$ cat config.mk
export PLATFORM = sky130hd
export DESIGN_NAME = ring_window_sum_event_detector_core
export DESIGN_NICKNAME = d
export VERILOG_FILES = /design/src/design/rwsd_pkg.sv /design/src/design/ring_window_sum_event_detector_core.sv /design/src/design/rwsd_ring.sv /design/src/design/rwsd_accum.sv /design/src/design/rwsd_eval.sv
export SDC_FILE = /design/constraint.sdc
export NUM_CORES = 1
export LEC_CHECK = 0
export BUFFER_PORTS_ARGS = -buffer_cell sky130_fd_sc_hd__buf_2
export CELL_PAD_IN_SITES_DETAIL_PLACEMENT = 1
export CELL_PAD_IN_SITES_GLOBAL_PLACEMENT = 2
export CORE_ASPECT_RATIO = 1.2
export CORE_MARGIN = 4
export CORE_UTILIZATION = 35
export CTS_CLUSTER_SIZE = 14
export DETAILED_ROUTE_END_ITERATION = 12
export HOLD_SLACK_MARGIN = 0.12
export PLACE_DENSITY_LB_ADDON = 0.1
export SLEW_MARGIN = 30
export SYNTH_ARGS = -nofsm -noshare
export SYNTH_HDL_FRONTEND = slang
export SYNTH_SLANG_ARGS = --single-unit
$ cat constraint.sdc
create_clock -name aclk -period 7.8 [get_ports aclk]
set_input_delay 0.39 -clock aclk [delete_from_list [all_inputs] [get_ports aclk]]
set_output_delay 0.39 -clock aclk [all_outputs]
set_load 0.01 [all_outputs]
$ cat src/design/rwsd_pkg.sv
// Shared types, field widths and reset values for the ring window sum event detector.
package rwsd_pkg;

    // Default geometry of the ring and of the short window.
    localparam int DEPTH_DEFAULT  = 16;
    localparam int WINDOW_DEFAULT = 5;

    // Field widths fixed by the stream format.
    localparam int SAMPLE_W    = 16;
    localparam int SLOT_W      = 4;
    localparam int FILL_W      = 5;
    localparam int EVENT_W     = 2;
    localparam int S_TDATA_W   = 24;
    localparam int M_TDATA_W   = 32;
    localparam int RESULT_PAD_W = M_TDATA_W - (3 * EVENT_W + SAMPLE_W + 1 + FILL_W);

    // Configuration register widths and reset values.
    localparam int MEAN_LIMIT_W = 15;
    localparam int WIN_LIMIT_W  = 18;
    localparam int CFG_INDEX_W  = 2;
    localparam int CFG_DATA_W   = 18;
    localparam logic [MEAN_LIMIT_W-1:0] MEAN_LIMIT_RESET = MEAN_LIMIT_W'(256);
    localparam logic [WIN_LIMIT_W-1:0]  LOW_LIMIT_RESET  = WIN_LIMIT_W'(1280);
    localparam logic [WIN_LIMIT_W-1:0]  HIGH_LIMIT_RESET = WIN_LIMIT_W'(2560);

    // Request kinds carried on the input tuser bit.
    typedef enum logic {
        CMD_PUSH = 1'b0,
        CMD_READ = 1'b1
    } cmd_t;

    // Configuration register indexes.
    typedef enum logic [CFG_INDEX_W-1:0] {
        REG_MEAN_LIMIT = 2'd0,
        REG_LOW_LIMIT  = 2'd1,
        REG_HIGH_LIMIT = 2'd2
    } cfg_reg_t;

    // Three-way event code.
    typedef enum logic [EVENT_W-1:0] {
        EV_NONE  = 2'd0,
        EV_FALSE = 2'd1,
        EV_TRUE  = 2'd2
    } event_t;

    // Request after the ring stage, with everything the sum stage needs.
    typedef struct packed {
        cmd_t                        cmd;
        logic signed [SAMPLE_W-1:0]  sample;
        logic signed [SAMPLE_W-1:0]  leave_sample;
        logic                        sub_old;
        logic                        sub_leave;
        logic                        full_after;
        logic                        win_after;
        logic                        read_ok;
        logic [FILL_W-1:0]           fill;
    } a_item_t;

    // Status passed from the sum stage to the evaluation stage.
    typedef struct packed {
        logic                        full;
        logic                        win_ready;
        logic                        read_ok;
        logic signed [SAMPLE_W-1:0]  read_value;
        logic [FILL_W-1:0]           fill;
    } b_item_t;

    // Result layout, last field in the lowest bits.
    typedef struct packed {
        logic [RESULT_PAD_W-1:0]     pad;
        logic [FILL_W-1:0]           fill_count;
        logic                        read_valid;
        logic signed [SAMPLE_W-1:0]  read_value;
        event_t                      high_window_event;
        event_t                      low_window_event;
        event_t                      mean_event;
    } result_t;

endpackage

$ cat src/design/ring_window_sum_event_detector_core.sv
// Ring window sum event detector: top level with configuration registers.
//
// Input channel (s_): one request per handshake. tuser selects a push of a
// signed Q8.8 sample or a read of one physical ring slot. Every request gives
// exactly one result on the m_ channel: the mean event of the full ring, the
// two window events over the last WINDOW pushes, the read slot value with its
// valid flag, and the fill count after the request.
// m_tvalid rises once the request has passed the ring stage, the sum stage and
// the result register. Throughput is one request per cycle while m_tready
// stays high, set by the running sums being updated once per request in the sum
// stage and by the ring memory being read and written at most once per request.
// Each stage holds its request while the next one is full, so a stalled
// receiver fills the three stages before s_tready drops; nothing is lost.
// Reset (aresetn low at a clock edge) empties the pipeline, clears fill count,
// write pointer and both sums, and loads the default limits. The ring
// contents are not cleared; slots are only read once written.
// Configuration writes (cfg_we) update the window limits at the write edge and
// the registered mean bound in the cycle after; they are meant for idle periods.
module ring_window_sum_event_detector_core #(
    parameter int DEPTH  = rwsd_pkg::DEPTH_DEFAULT,
    parameter int WINDOW = rwsd_pkg::WINDOW_DEFAULT
) (
    input  logic                                aclk,
    input  logic                                aresetn,
    input  logic                                s_tvalid,
    output logic                                s_tready,
    // [15:0] sample, [19:16] slot_index, [23:20] zero
    input  logic [rwsd_pkg::S_TDATA_W-1:0]      s_tdata,
    // [0] command
    input  logic                                s_tuser,
    output logic                                m_tvalid,
    input  logic                                m_tready,
    // [1:0] mean_event, [3:2] low_window_event, [5:4] high_window_event,
    // [21:6] read_value, [22] read_valid, [27:23] fill_count, [31:28] zero
    output logic [rwsd_pkg::M_TDATA_W-1:0]      m_tdata,
    input  logic                                cfg_we,
    input  logic [rwsd_pkg::CFG_INDEX_W-1:0]    cfg_index,
    input  logic [rwsd_pkg::CFG_DATA_W-1:0]     cfg_data
);
    import rwsd_pkg::*;

    localparam int TSW = SAMPLE_W + $clog2(DEPTH);
    localparam int WSW = SAMPLE_W + $clog2(WINDOW);

    logic [MEAN_LIMIT_W-1:0]    mean_limit_reg;
    logic [WIN_LIMIT_W-1:0]     low_limit_reg;
    logic [WIN_LIMIT_W-1:0]     high_limit_reg;
    logic                       a_valid;
    a_item_t                    a_item;
    logic signed [SAMPLE_W-1:0] a_mem_data;
    logic                       b_ready;
    logic                       b_valid;
    b_item_t                    b_item;
    logic signed [TSW-1:0]      total;
    logic signed [WSW-1:0]      window;
    logic                       c_ready;
    result_t                    out_view;

    // Configuration registers.
    always_ff @(posedge aclk) begin
        if (!aresetn) begin
            mean_limit_reg <= MEAN_LIMIT_RESET;
            low_limit_reg  <= LOW_LIMIT_RESET;
            high_limit_reg <= HIGH_LIMIT_RESET;
        end else if (cfg_we) begin
            unique case (cfg_reg_t'(cfg_index))
                REG_MEAN_LIMIT: mean_limit_reg <= cfg_data[MEAN_LIMIT_W-1:0];
                REG_LOW_LIMIT:  low_limit_reg  <= cfg_data[WIN_LIMIT_W-1:0];
                REG_HIGH_LIMIT: high_limit_reg <= cfg_data[WIN_LIMIT_W-1:0];
                default: begin
                end
            endcase
        end
    end

    rwsd_ring #(
        .DEPTH  (DEPTH),
        .WINDOW (WINDOW)
    ) u_ring (
        .aclk       (aclk),
        .aresetn    (aresetn),
        .s_tvalid   (s_tvalid),
        .s_tready   (s_tready),
        .s_cmd      (cmd_t'(s_tuser)),
        .s_sample   (s_tdata[SAMPLE_W-1:0]),
        .s_slot     (s_tdata[SAMPLE_W+SLOT_W-1:SAMPLE_W]),
        .b_ready    (b_ready),
        .a_valid    (a_valid),
        .a_item     (a_item),
        .a_mem_data (a_mem_data)
    );

    rwsd_accum #(
        .DEPTH  (DEPTH),
        .WINDOW (WINDOW)
    ) u_accum (
        .aclk       (aclk),
        .aresetn    (aresetn),
        .a_valid    (a_valid),
        .a_item     (a_item),
        .a_mem_data (a_mem_data),
        .c_ready    (c_ready),
        .b_ready    (b_ready),
        .b_valid    (b_valid),
        .b_item     (b_item),
        .total      (total),
        .window     (window)
    );

    rwsd_eval #(
        .DEPTH  (DEPTH),
        .WINDOW (WINDOW)
    ) u_eval (
        .aclk       (aclk),
        .aresetn    (aresetn),
        .b_valid    (b_valid),
        .b_item     (b_item),
        .total      (total),
        .window     (window),
        .mean_limit (mean_limit_reg),
        .low_limit  (low_limit_reg),
        .high_limit (high_limit_reg),
        .c_ready    (c_ready),
        .m_tvalid   (m_tvalid),
        .m_tready   (m_tready),
        .m_tdata    (m_tdata)
    );

    assign out_view = result_t'(m_tdata);

    // An accepted request always lands in the ring stage.
    assert property (@(posedge aclk) disable iff (!aresetn)
        (s_tvalid && s_tready) |=> a_valid)
        else $error("accepted request missing from ring stage");

    // Both window events come from the same fill condition.
    assert property (@(posedge aclk) disable iff (!aresetn)
        m_tvalid |-> ((out_view.low_window_event == EV_NONE) ==
                      (out_view.high_window_event == EV_NONE)))
        else $error("window events disagree on window fill");

    // A full ring implies a full window.
    assert property (@(posedge aclk) disable iff (!aresetn)
        (m_tvalid && (WINDOW <= DEPTH) && (out_view.mean_event != EV_NONE))
            |-> (out_view.low_window_event != EV_NONE))
        else $error("ring full but window reported not full");

endmodule

$ cat src/design/rwsd_ring.sv
// Ring storage, fill count, write pointer and the short window delay line.
module rwsd_ring #(
    parameter int DEPTH  = rwsd_pkg::DEPTH_DEFAULT,
    parameter int WINDOW = rwsd_pkg::WINDOW_DEFAULT
) (
    input  logic                                  aclk,
    input  logic                                  aresetn,
    input  logic                                  s_tvalid,
    output logic                                  s_tready,
    input  rwsd_pkg::cmd_t                        s_cmd,
    input  logic signed [rwsd_pkg::SAMPLE_W-1:0]  s_sample,
    input  logic [rwsd_pkg::SLOT_W-1:0]           s_slot,
    input  logic                                  b_ready,
    output logic                                  a_valid,
    output rwsd_pkg::a_item_t                     a_item,
    output logic signed [rwsd_pkg::SAMPLE_W-1:0]  a_mem_data
);
    import rwsd_pkg::*;

    localparam int AW  = $clog2(DEPTH);
    localparam int HCW = $clog2(DEPTH + 1);
    localparam int SW  = (AW > SLOT_W) ? AW : SLOT_W;

    logic signed [SAMPLE_W-1:0] ring_mem [DEPTH];
    logic signed [SAMPLE_W-1:0] win_line_reg [WINDOW];
    logic signed [SAMPLE_W-1:0] rd_data_reg;
    logic [HCW-1:0]             held_reg;
    logic [HCW-1:0]             held_next;
    logic [AW-1:0]              wr_slot_reg;
    logic [AW-1:0]              wr_slot_next;
    logic [AW-1:0]              rd_addr;
    logic [SW-1:0]              slot_wide;
    logic                       a_valid_reg;
    a_item_t                    a_item_reg;
    a_item_t                    item_next;
    logic                       accept;
    logic                       is_push;
    logic                       ring_full;
    logic                       win_full;

    assign s_tready = !a_valid_reg || b_ready;
    assign accept   = s_tvalid && s_tready;
    assign is_push  = (s_cmd == CMD_PUSH);

    // Occupancy and pointer bookkeeping.
    always_comb begin
        ring_full    = (held_reg == HCW'(DEPTH));
        win_full     = (WINDOW <= DEPTH) && (32'(held_reg) >= 32'(WINDOW));
        held_next    = (is_push && !ring_full) ? held_reg + HCW'(1) : held_reg;
        wr_slot_next = (wr_slot_reg == AW'(DEPTH - 1)) ? '0 : wr_slot_reg + AW'(1);
        slot_wide    = SW'(s_slot);
        rd_addr      = is_push ? wr_slot_reg : slot_wide[AW-1:0];
    end

    // Request description handed to the sum stage.
    always_comb begin
        item_next.cmd          = s_cmd;
        item_next.sample       = s_sample;
        item_next.leave_sample = win_line_reg[WINDOW-1];
        item_next.sub_old      = is_push && ring_full;
        item_next.sub_leave    = is_push && win_full;
        item_next.full_after   = (held_next == HCW'(DEPTH));
        item_next.win_after    = (WINDOW <= DEPTH) && (32'(held_next) >= 32'(WINDOW));
        item_next.read_ok      = !is_push && (32'(s_slot) < 32'(held_reg));
        item_next.fill         = FILL_W'(held_next);
    end

    // Ring memory: a push writes its slot and reads out the old value at the same edge; a read reads its slot.
    always_ff @(posedge aclk) begin
        if (accept) begin
            if (is_push) begin
                ring_mem[wr_slot_reg] <= s_sample;
            end
            rd_data_reg <= ring_mem[rd_addr];
        end
    end

    // Delay line of the most recent pushes, its last tap leaves the window.
    always_ff @(posedge aclk) begin
        if (accept && is_push) begin
            win_line_reg[0] <= s_sample;
            for (int i = 1; i < WINDOW; i++) begin
                win_line_reg[i] <= win_line_reg[i-1];
            end
        end
    end

    // Control state.
    always_ff @(posedge aclk) begin
        if (!aresetn) begin
            a_valid_reg <= 1'b0;
            held_reg    <= '0;
            wr_slot_reg <= '0;
        end else begin
            if (s_tready) begin
                a_valid_reg <= s_tvalid;
            end
            if (accept && is_push) begin
                held_reg    <= held_next;
                wr_slot_reg <= wr_slot_next;
            end
        end
    end

    // Stage payload.
    always_ff @(posedge aclk) begin
        if (accept) begin
            a_item_reg <= item_next;
        end
    end

    assign a_valid    = a_valid_reg;
    assign a_item     = a_item_reg;
    assign a_mem_data = rd_data_reg;

endmodule

$ cat src/design/rwsd_accum.sv
// Running total and window sums, updated once per request.
module rwsd_accum #(
    parameter int DEPTH  = rwsd_pkg::DEPTH_DEFAULT,
    parameter int WINDOW = rwsd_pkg::WINDOW_DEFAULT
) (
    input  logic                                   aclk,
    input  logic                                   aresetn,
    input  logic                                   a_valid,
    input  rwsd_pkg::a_item_t                      a_item,
    input  logic signed [rwsd_pkg::SAMPLE_W-1:0]   a_mem_data,
    input  logic                                   c_ready,
    output logic                                   b_ready,
    output logic                                   b_valid,
    output rwsd_pkg::b_item_t                      b_item,
    output logic signed [15+$clog2(DEPTH):0]       total,
    output logic signed [15+$clog2(WINDOW):0]      window
);
    import rwsd_pkg::*;

    localparam int TSW = SAMPLE_W + $clog2(DEPTH);
    localparam int WSW = SAMPLE_W + $clog2(WINDOW);

    logic signed [TSW-1:0] total_reg;
    logic signed [TSW-1:0] total_next;
    logic signed [WSW-1:0] window_reg;
    logic signed [WSW-1:0] window_next;
    logic                  b_valid_reg;
    b_item_t               b_item_reg;
    b_item_t               b_item_next;
    logic                  load;
    logic                  is_push;

    assign b_ready = !b_valid_reg || c_ready;
    assign load    = a_valid && b_ready;
    assign is_push = (a_item.cmd == CMD_PUSH);

    // One add and one subtract per sum.
    always_comb begin
        total_next  = total_reg;
        window_next = window_reg;
        if (is_push) begin
            total_next = total_reg + TSW'(a_item.sample)
                         - (a_item.sub_old ? TSW'(a_mem_data) : TSW'(0));
            window_next = window_reg + WSW'(a_item.sample)
                          - (a_item.sub_leave ? WSW'(a_item.leave_sample) : WSW'(0));
        end
        b_item_next.full       = a_item.full_after;
        b_item_next.win_ready  = a_item.win_after;
        b_item_next.read_ok    = a_item.read_ok;
        b_item_next.read_value = a_item.read_ok ? a_mem_data : '0;
        b_item_next.fill       = a_item.fill;
    end

    // Sums are block state and reset to zero.
    always_ff @(posedge aclk) begin
        if (!aresetn) begin
            b_valid_reg <= 1'b0;
            total_reg   <= '0;
            window_reg  <= '0;
        end else begin
            if (b_ready) begin
                b_valid_reg <= a_valid;
            end
            if (load) begin
                total_reg  <= total_next;
                window_reg <= window_next;
            end
        end
    end

    always_ff @(posedge aclk) begin
        if (load) begin
            b_item_reg <= b_item_next;
        end
    end

    assign b_valid = b_valid_reg;
    assign b_item  = b_item_reg;
    assign total   = total_reg;
    assign window  = window_reg;

endmodule

$ cat src/design/rwsd_eval.sv
// Threshold compares and the result register.
module rwsd_eval #(
    parameter int DEPTH  = rwsd_pkg::DEPTH_DEFAULT,
    parameter int WINDOW = rwsd_pkg::WINDOW_DEFAULT
) (
    input  logic                                   aclk,
    input  logic                                   aresetn,
    input  logic                                   b_valid,
    input  rwsd_pkg::b_item_t                      b_item,
    input  logic signed [15+$clog2(DEPTH):0]       total,
    input  logic signed [15+$clog2(WINDOW):0]      window,
    input  logic [rwsd_pkg::MEAN_LIMIT_W-1:0]      mean_limit,
    input  logic [rwsd_pkg::WIN_LIMIT_W-1:0]       low_limit,
    input  logic [rwsd_pkg::WIN_LIMIT_W-1:0]       high_limit,
    output logic                                   c_ready,
    output logic                                   m_tvalid,
    input  logic                                   m_tready,
    output logic [rwsd_pkg::M_TDATA_W-1:0]         m_tdata
);
    import rwsd_pkg::*;

    localparam int TSW  = SAMPLE_W + $clog2(DEPTH);
    localparam int WSW  = SAMPLE_W + $clog2(WINDOW);
    localparam int CMPW = (WSW > WIN_LIMIT_W) ? WSW : WIN_LIMIT_W;

    logic [TSW-1:0]  mean_bound_reg;
    logic [TSW-1:0]  total_abs;
    logic [WSW-1:0]  window_abs;
    logic            m_valid_reg;
    result_t         m_data_reg;
    result_t         result_next;
    logic            load;

    assign c_ready = !m_valid_reg || m_tready;
    assign load    = b_valid && c_ready;

    // Mean bound is DEPTH times the limit; registered off the config path.
    always_ff @(posedge aclk) begin
        mean_bound_reg <= TSW'(DEPTH) * TSW'(mean_limit);
    end

    // Magnitudes and event codes.
    always_comb begin
        total_abs  = total[TSW-1] ? TSW'(-total) : TSW'(total);
        window_abs = window[WSW-1] ? WSW'(-window) : WSW'(window);

        result_next.pad        = '0;
        result_next.fill_count = b_item.fill;
        result_next.read_valid = b_item.read_ok;
        result_next.read_value = b_item.read_value;

        if (!b_item.full) begin
            result_next.mean_event = EV_NONE;
        end else if (total_abs <= mean_bound_reg) begin
            result_next.mean_event = EV_TRUE;
        end else begin
            result_next.mean_event = EV_FALSE;
        end

        if (!b_item.win_ready) begin
            result_next.low_window_event  = EV_NONE;
            result_next.high_window_event = EV_NONE;
        end else begin
            result_next.low_window_event =
                (CMPW'(window_abs) > CMPW'(low_limit)) ? EV_TRUE : EV_FALSE;
            result_next.high_window_event =
                (CMPW'(window_abs) > CMPW'(high_limit)) ? EV_TRUE : EV_FALSE;
        end
    end

    // Output register holds a result until the receiver takes it.
    always_ff @(posedge aclk) begin
        if (!aresetn) begin
            m_valid_reg <= 1'b0;
        end else if (c_ready) begin
            m_valid_reg <= b_valid;
        end
    end

    always_ff @(posedge aclk) begin
        if (load) begin
            m_data_reg <= result_next;
        end
    end

    assign m_tvalid = m_valid_reg;
    assign m_tdata  = m_data_reg;

endmodule
# [After elaboration in Yosys (flattened, before gate mapping)]
# Memories as Yosys holds them, arrays and structs flattened. A register that Yosys moved wholly into a read port is not among the register bits.
# Index checks and enable logic that the tools add are counted.
[op_classes] addsub=8 order_cmp=6 eq_ne=5 n_mux=15 bitwise=2 n_reduce_logical=20
[ops] cell="20-bit two-way mux" n=2
[ops] cell="19-bit by 18-bit > comparator with 1-bit output" n=2
[ops] cell="19-bit two-way mux" n=2
[ops] cell="20-bit by 16-bit adder with 20-bit output" n=1
[ops] cell="20-bit by 19-bit <= comparator with 1-bit output" n=1
[ops] cell="20-bit negator" n=1
[ops] cell="20-bit subtractor" n=1
[ops] cell="19-bit by 16-bit adder with 19-bit output" n=1
[ops] cell="19-bit negator" n=1
[ops] cell="19-bit subtractor" n=1
[ops] cell="5-bit equality test, second input constant" n=2
[ops] cell="5-bit by 3-bit greater-or-equal comparator with 1-bit output, second input constant" n=2
[ops] cell="1-bit logical AND" n=8
[ops] cell="4-bit two-way mux" n=2
[ops] cell="2-bit AND reduction" n=4
[ops] cell="2-bit two-way mux" n=3
[ops] cell="5-bit by 1-bit adder with 5-bit output, second input constant" n=1
[ops] cell="4-bit by 5-bit < comparator with 1-bit output" n=1
[ops] cell="1-bit two-way mux" n=5
[ops] cell="5-bit two-way mux" n=1
[ops] cell="4-bit by 1-bit adder with 4-bit output, second input constant" n=1
[ops] cell="4-bit equality test, second input constant" n=1
[ops] cell="1-bit zero test" n=4
[ops] cell="1-bit logical OR" n=3
[ops] cell="other kinds (4)" n=5
[word_totals] reg_bits=196 mem_bits_rw=336 in_bits=50 mem_count=2
[memory_table] name="u_ring.ring_mem" depth=16 word_bits=16 rd=1 rd_ports_with_merged_regs=1 write_ports=1 line_no="rwsd_ring.sv:24" source="logic signed [SAMPLE_W-1:0] ring_mem [DEPTH];"
[memory_table] name="u_ring.win_line_reg" depth=5 word_bits=16 rd=5 rd_ports_with_merged_regs=1 write_ports=5 line_no="rwsd_ring.sv:25" source="logic signed [SAMPLE_W-1:0] win_line_reg [WINDOW];"

# [Longest topological paths before layout]
# Gate-level depths: netlist (run 1).
[depth] word_depth=8 ltp_mapped=14 mapped_depth_nobuf=14

# [Hierarchy]
# From an unflattened synthesis (run 1), not the netlist that was laid out.
[hier_totals] hier_cells=1876 area_unflattened_um2=25771.0
[modules_own_cells] module="rwsd_ring" n_inst=1 cells_each=686 area_each_um2=14829.2 seq_area_each_um2=12061.6
[modules_own_cells] module="rwsd_accum" n_inst=1 cells_each=663 area_each_um2=5704.2 seq_area_each_um2=1521.5
[modules_own_cells] module="rwsd_eval" n_inst=1 cells_each=332 area_each_um2=3249.4 seq_area_each_um2=1161.1
[modules_own_cells] module="ring_window_sum_event_detector_core" n_inst=1 cells_each=195 area_each_um2=1988.2 seq_area_each_um2=1021.0

# [Least setup slack after synthesis (run 1)]
# No wires, ideal clock.
[synth_path] kind="reg-to-reg" startpoint="register u_eval.m_valid_reg (netlist: u_eval.m_tvalid)" endpoint="memory u_ring.ring_mem[3][0] (enable)" arrival_time_ps=6477 required_time_ps=7391 path_slack_ps=914 stages_incl_launch_ff=7 n_path_buf=0 cell_sequence="dfxtp_1 -> nor2b_1 -> nand3_1 -> nand2_1 -> nor2_1 -> nand2_1 -> nor3_1"
[synth_via] elab_chain_len=7
[synth_rtl] item="start: declaration" line_no="rwsd_eval.sv:29" source="logic m_valid_reg;"
[synth_rtl] item="start signal: assignment" line_no="rwsd_eval.sv:76" source="m_valid_reg <= b_valid;"
[synth_rtl] item="1-bit zero test" line_no="rwsd_eval.sv:34" source="assign c_ready = !m_valid_reg || m_tready;"
[synth_rtl] item="1-bit logical OR" line_no="rwsd_eval.sv:34"
[synth_rtl] item="1-bit logical OR" line_no="rwsd_accum.sv:33" source="assign b_ready = !b_valid_reg || c_ready;"
[synth_rtl] item="1-bit logical OR" line_no="rwsd_ring.sv:41" source="assign s_tready = !a_valid_reg || b_ready;"
[synth_rtl] item="named net s_tready" line_no="ring_window_sum_event_detector_core.sv:26" source="output logic s_tready,"
[synth_rtl] item="1-bit logical AND" line_no="rwsd_ring.sv:42" source="assign accept = s_tvalid && s_tready;"
[synth_rtl] item="1-bit two-way mux" line_no="rwsd_ring.sv:70" source="if (accept) begin"
[synth_rtl] item="1-bit two-way mux (implied by the code)" line_no="rwsd_ring.sv:72" source="ring_mem[wr_slot_reg] <= s_sample;"
[synth_rtl] item="end: declaration" line_no="rwsd_ring.sv:24"
# The timed path passes the listed nets, and every way through them passes these cells.

# [Worst setup path in the final report (run 1)]
[layout_path] startpoint="register u_ring.a_item_reg (netlist bit u_ring.a_item[9])" endpoint="register u_accum.total_reg[18] (netlist: u_accum.total[18])"
[layout_via] elab_chain_len=2
[layout_rtl] item="start: declaration" line_no="rwsd_ring.sv:34" source="a_item_t a_item_reg;"
[layout_rtl] item="start signal: assignment" line_no="rwsd_ring.sv:108" source="a_item_reg <= item_next;"
[layout_rtl] item="20-bit two-way mux" line_no="rwsd_accum.sv:43" source="- (a_item.sub_old ? TSW'(a_mem_data) : TSW'(0));"
[layout_rtl] item="20-bit subtractor" line_no="rwsd_accum.sv:43"
[layout_rtl] item="end signal: assignment" line_no="rwsd_accum.sv:65" source="total_reg <= total_next;"
[layout_rtl] item="end: declaration" line_no="rwsd_accum.sv:23" source="logic signed [TSW-1:0] total_reg;"
# No other way between the ends.
# A chain may end at the register's enable or synchronous reset.

==> impl_metrics.py, run 1 <==
metrics = {
    "sta": {
        "fmax_mhz": 255,
        "tns_ns": 0,
        "fin_skew_ns": 0.0309,
        "tightest_slew_ns": 0.917,
        "setup_viol_count_final": 0,
        "slew_violations": 0,
        "rsz0062_at_grt": "false",
        "fin_crit_ns": 3.91,
        "post-route-period-util_pct": 50.2,
        "finalHoldViolations": 0,
        "slew_headroom_pct": 38.9,
    },
    "global_route": {
        "antenna_found_initial": 2,
        "first_global_vias": 15905,
        "grt_usage_pct": 16.7,
        "grt_pass1_wl_um": 97200,
        "grt_overflow_total": 0,
        "grt_start_max_net_pins": 72,
    },
    "setup_path": {
        "worstPathCellList": "and2_1 -> fa_1 -> inv_1 -> fa_1 -> a21o_1 -> a221o_1 -> a211oi_2 -> a22oi_2 -> a31oi_1 -> mux2i_1 -> a311o_1",
        "ff2ff_path_depth": 11,
        "crit_cells": 11,
        "crit_arrival_ns": 4.43,
        "start_kind": "register",
        "cp_max_fo": 16,
        "cp_slowest_cell": "edfxtp_1",
        "cpLargestDelayFamily": "compound AO/OA/AOI/OAI gates",
        "crit_buf_inv": 1,
        "slowest_delay_ns": 0.61,
        "critical_path_class": "reg2reg",
        "end_kind": "register",
        "cp.required_ns": 8.31,
        "crit_top_cell": "fa_1",
    },
    "hold_path": {
        "hold_path.class": "in2reg",
        "hold_path_depth": 1,
    },
    "drt": {
        "first_pass_iters": 5,
        "vias": 14550,
        "postRouteAntennaNets": 0,
        "wl_met1_um": 26000,
        "dr_wl_met2_um": 33400,
        "wire_per_inst_um": 21.3,
        "post-route-drc-count": 0,
        "finalWirelength_um": 63100,
        "via_per_inst": 4.91,
        "met3_length_um": 2100,
        "drt-initial-drc-count": 654,
        "routed.top_layer": "met4",
    },
    "layout": {
        "num-fill-cells": 7309,
        "regArea_um2": 15800,
        "multiInputGateArea_um2": 8400,
        "syn_to_final_growth_pct": 15.7,
        "diodes": 0,
        "fin_util_pct": 40.9,
        "largest_reg_flops": 256,
        "drive_gt1_share_pct": 14.5,
        "nets": 2175,
    },
    "power_and_ir_drop": {
        "power_density_nw_per_um2": 268,
        "peakVddDrop_v": 0.000199,
        "power_leakage_nw": 10.6,
    },
    "floorplan": {
        "die_w_um": 252,
        "core_area_um2": 71000,
        "pin_count": 84,
        "die_height_um": 301,
        "std_cell_rows": 107,
        "die_area_um2": 76000,
        "start_util_pct": 35.3,
    },
    "logic_synthesis": {
        "synth_area_per_cell_um2": 13.5,
        "ys_seq_area_share_pct": 62.9,
        "synth_cell_types": 73,
        "ys_ff_latch": 564,
        "syn_inst": 1860,
        "ys_warn_count": 0,
        "synth_most_common_cell": "edfxtp_1",
        "yosysTopAreaCell": "edfxtp_1",
        "yosysTopAreaCellShare_pct": 53.6,
        "synthTopCellsByArea": "edfxtp_1, dfxtp_1, mux4_2, ha_1, nand2_1",
        "async_flop_share_pct": 0,
        "synth_area_um2": 25100,
        "netlist_top_cells_count": "edfxtp_1, nand2_1, inv_1",
        "synthFlopType": "edfxtp_1",
        "synth_edf_count": 447,
    },
    "clock_network": {
        "path_clk_slew_ns": 0.06,
        "clockBufferDepth": 3,
        "cts.sinks": 564,
        "cts.root.buffer_cell": "clkbuf_16",
        "cts_made_buffers": 61,
        "clk_latency_ns": 0.63,
        "cts_max_level": 2,
        "cts_tree": "yes",
    },
    "placed_design": {
        "port_buffers": 75,
        "hpwl_um": 43700,
        "gp_congestion": 0.777,
    },
    "outcome": {
        "status": "completed",
    },
    "run": {
        "maxCapViolations": 0,
    },
}
## worst reg2reg max path, cell delays in order, from the launching register on
cell	delay, ns
edfxtp_1	0.61
and2_1	0.26
fa_1	0.47
inv_1	0.06
fa_1	0.46
a21o_1	0.20
a221o_1	0.37
a211oi_2	0.41
a22oi_2	0.20
a31oi_1	0.31
mux2i_1	0.12
a311o_1	0.32
## per-layer routing
layer  track usage [%]  vias up
met5                 0        -
met4              4.47        0
met3              2.37       86
met2              31.2      176
met1              20.2     7325
li1                  -     6963
## per-stage QoR
step	std cells	power (mW)	hold slack [ns]	instance area, um2	setup WS (ns)
3_3_place_gp	2826	4.78	0.335	26600	3.81
5_1_grt	2961	8.19	0.141	29000	3.67
2_1_floorplan	1863	4.42	0.331	25100	0.914
3_5_place_dp	2826	4.81	0.339	26600	3.75
6_report	2961	7.77	0.174	29000	3.89
4_1_cts	2959	7.90	0.123	28900	3.82
## worst paths after layout
kind,from,endpoint,slack [ns]
setup / recovery,u_ring.a_item[9]$_DFFE_PP_,u_accum.total[18]$_SDFFE_PN0P_,3.89
hold / removal,s_tdata[6],u_ring.ring_mem[12][6]$_DFFE_PP_,0.17
setup reg to reg,u_ring.a_item[9]$_DFFE_PP_,u_accum.total[18]$_SDFFE_PN0P_,3.89
hold reg to reg,mean_limit_reg[9]$_SDFFE_PN0P_,u_eval.mean_bound_reg[13]$_DFF_P_,0.35
## power by group
group	switching (mW)	internal, mW
clock	1.23	1.81
combinational	0.754	0.552
sequential	0.0765	3.35
total	2.06	5.71
## cell type report
cell class                 count  share of cell area (%)
sequential                   564                    54.4
multi-input combinational   1041                    29.0
clock buffer                  70                    5.42
tap                          926                    4.00
timing repair buffer         126                    2.87
inverter                     191                    2.48
clock inverter                43                    1.89
## what timing repair did
| item | CTS | global route |
|---|---|---|
| hold buffers | 20 | 0 |
| gates resized for setup | 0 | 0 |
| endpoints found under the hold margin | 53 | 0 |
| buffers inserted | 0 | 0 |
## cells in the final DEF (no fill, tap or decap), types with 47 or more instances in the layout
cell,count
buf_2,75
mux4_2,64
edfxtp_1,447
a21oi_1,106
clkbuf_16,61
and2_1,65
dfxtp_1,117
nand2_1,215
inv_1,188
nor2_1,47
ha_1,103
xnor2_1,51
## cells by family after synthesis
family,count (synthesis),share of synthesized area [%]
other,1,0.0150
xor gates and xnor gates,63,2.20
muxes,74,6.17
buffers and inverters,258,4.04
AOI/OAI and AO/OA,300,7.63
and+or+nand+nor,460,8.93
adders and majority gates,140,8.10
DFF,564,62.9
No activity file was read; power rests on OpenSTA's default activity.
==> run 2: changes to the inputs <==
==> constraint.sdc (replaced) <==
create_clock -name aclk -period 3.6 [get_ports aclk]
set_input_delay 0.18 -clock aclk [delete_from_list [all_inputs] [get_ports aclk]]
set_output_delay 0.18 -clock aclk [all_outputs]
set_load 0.01 [all_outputs]
==> impl_metrics.py, run 2 (synthesis gave the netlist of run 1 again) <==
metrics = {
    "layout": {
        "drive_gt1_share_pct": 15.2,
        "final_common_cell": "edfxtp_1",
        "largest_reg_flops": 256,
        "fin_cells": 2999,
        "num-fill-cells": 7366,
        "syn_to_final_growth_pct": 16.7,
        "mostFrequentLayoutCells": "edfxtp_1, nand2_1, inv_1",
        "diodes": 0,
        "final_area_um2": 29200,
        "nets": 2220,
    },
    "floorplan": {
        "die_height_um": 301,
        "die_area_um2": 76000,
        "pin_count": 84,
        "die_w_um": 252,
        "start_util_pct": 35.3,
        "std_cell_rows": 107,
        "core_area_um2": 71000,
    },
    "clock_network": {
        "cts_tree": "yes",
        "cts_made_buffers": 60,
        "clk_latency_ns": 0.63,
        "clockBufferDepth": 3,
        "path_clk_slew_ns": 0.06,
        "cts.sinks": 564,
        "cts_max_level": 2,
        "cts.root.buffer_cell": "clkbuf_16",
    },
    "sta": {
        "rsz0062_at_grt": "true",
        "finalHoldViolations": 0,
        "post-route-period-util_pct": 96.5,
        "fin_crit_ns": 3.47,
        "slew_violations": 0,
        "slew_headroom_pct": 37.9,
        "tightest_slew_ns": 0.932,
        "tns_ns": 0,
        "setup_viol_count_final": 0,
        "fin_skew_ns": 0.0123,
        "timing.hold.ws_ns": 0.209,
        "fmax_mhz": 288,
    },
    "drt": {
        "postRouteAntennaNets": 0,
        "via_per_inst": 4.91,
        "vias": 14725,
        "finalWirelength_um": 64200,
        "first_pass_iters": 4,
        "drt-initial-drc-count": 626,
        "post-route-drc-count": 0,
        "wire_per_inst_um": 21.4,
    },
    "power_and_ir_drop": {
        "peakVddDrop_v": 0.000426,
        "power_density_nw_per_um2": 559,
        "finalPower_mw": 16.3,
        "power_leakage_nw": 10.7,
    },
    "global_route": {
        "grt_pass1_wl_um": 97500,
        "grt_start_max_net_pins": 86,
        "grt_overflow_total": 0,
        "grt_usage_pct": 16.9,
        "first_global_vias": 16051,
        "antenna_found_initial": 0,
    },
    "hold_path": {
        "hold_path.class": "in2reg",
        "worstHoldStart": "s_tdata[19]",
        "holdPathEnd": "u_ring.a_item[5]$_DFFE_PP_",
        "hold_path_depth": 4,
    },
    "placed_design": {
        "dpl_cell_area_um2": 26900,
        "gp_congestion": 0.793,
        "placed_cells": 2850,
        "port_buffers": 75,
        "hpwl_um": 45200,
    },
    "setup_path": {
        "ff2ff_path_depth": 11,
        "start_kind": "register",
        "r2r_start": "u_ring.a_item[9]$_DFFE_PP_",
        "startpoint": "u_ring.a_item[9]$_DFFE_PP_",
        "critical_path_class": "reg2reg",
        "reg2reg_to": "u_accum.total[18]$_SDFFE_PN0P_",
        "crit_arrival_ns": 3.98,
        "cp.required_ns": 4.11,
        "end_kind": "register",
        "cp_max_fo": 7,
        "ff2ff_setup_slack_ns": 0.13,
    },
    "outcome": {
        "status": "completed",
    },
    "run": {
        "maxCapViolations": 0,
    },
}
## run 2: changes by cell type in the layout (fill, tap and decap cells not counted), moves of 2 or more
cell and delta:
buf_4 +20, bufinv_16 -7, nor2_1 -2, nor3_4 +2
clkbuf_1 +4, clkinvlp_4 -6, dlygate4sd3_1 +22, nor2_2 +2
buf_12 +5, clkbuf_8 +2
## run 2: worst max path at each step
stage / slack (ns) / depth (start not counted) / endpoint
4_1_cts: 0.07 / 11 / u_accum.total[18]$_SDFFE_PN0P_
5_1_grt: -0.07 / 11 / u_accum.total[18]$_SDFFE_PN0P_
3_5_place_dp: 0.08 / 11 / u_accum.total[18]$_SDFFE_PN0P_
6_report: 0.13 / 11 / u_accum.total[18]$_SDFFE_PN0P_
2_1_floorplan: -0.14 / 6 / u_ring.ring_mem[7][0]$_DFFE_PP_
3_3_place_gp: 0.16 / 11 / u_accum.total[18]$_SDFFE_PN0P_
## run 2: routing by layer
layer / vias up / routed length (um) / track usage [%]
met4: 0 / 1690 / 4.48
met5: - / 0 / 0
li1: 7041 / - / -
met3: 86 / 1660 / 2.30
met2: 173 / 34500 / 31.9
met1: 7425 / 26400 / 20.1
## run 2: what timing repair did
| action | 4_1_cts | 5_1_grt |
|---|---|---|
| hold buffers | 42 | 0 |
| resized for setup | 0 | 9 |
| setup endpoints to repair | 0 | 6 |
| endpoints found under the hold margin | 345 | 0 |
| setup buffers | 0 | 1 |
## run 2: cell type report
class | count | area (um2) | area share (%)
Timing Repair Buffer | 172 | 1290 | 4.41
Clock inverter | 30 | 284 | 0.971
Sequential cell | 564 | 15800 | 53.9
Inverter | 191 | 718 | 2.46
Tap cell | 926 | 1160 | 3.96
Clock buffer | 75 | 1590 | 5.43
Multi-Input combinational cell | 1041 | 8440 | 28.9
## run 2: stage by stage
stage | utilization, % | worst slack, ns
finish | 41.2 | 0.125
floorplan | - | -0.142
detailed placement | 37.9 | 0.0820
global placement | 37.9 | 0.156
global route | 41.2 | -0.0742
CTS | 41.1 | 0.0736
## run 2: where the power goes
| part | switching [mW] | total [mW] | internal [mW] | leakage, nW |
|---|---|---|---|---|
| Sequential | 0.155 | 7.41 | 7.26 | 5.08 |
| Combinational | 1.67 | 2.95 | 1.27 | 4.72 |
| Clock | 2.58 | 5.97 | 3.40 | 0.909 |
## run 2: worst max-delay path, stage by stage, from the launching register on
cell and delay [ns]:
edfxtp_1 0.46, and2_1 0.19, fa_1 0.48, inv_1 0.07, fa_1 0.47, a21o_1 0.20, a221o_1 0.39, a211oi_4 0.30
a22oi_2 0.14, a31oi_1 0.22, mux2i_1 0.11, a311o_1 0.33
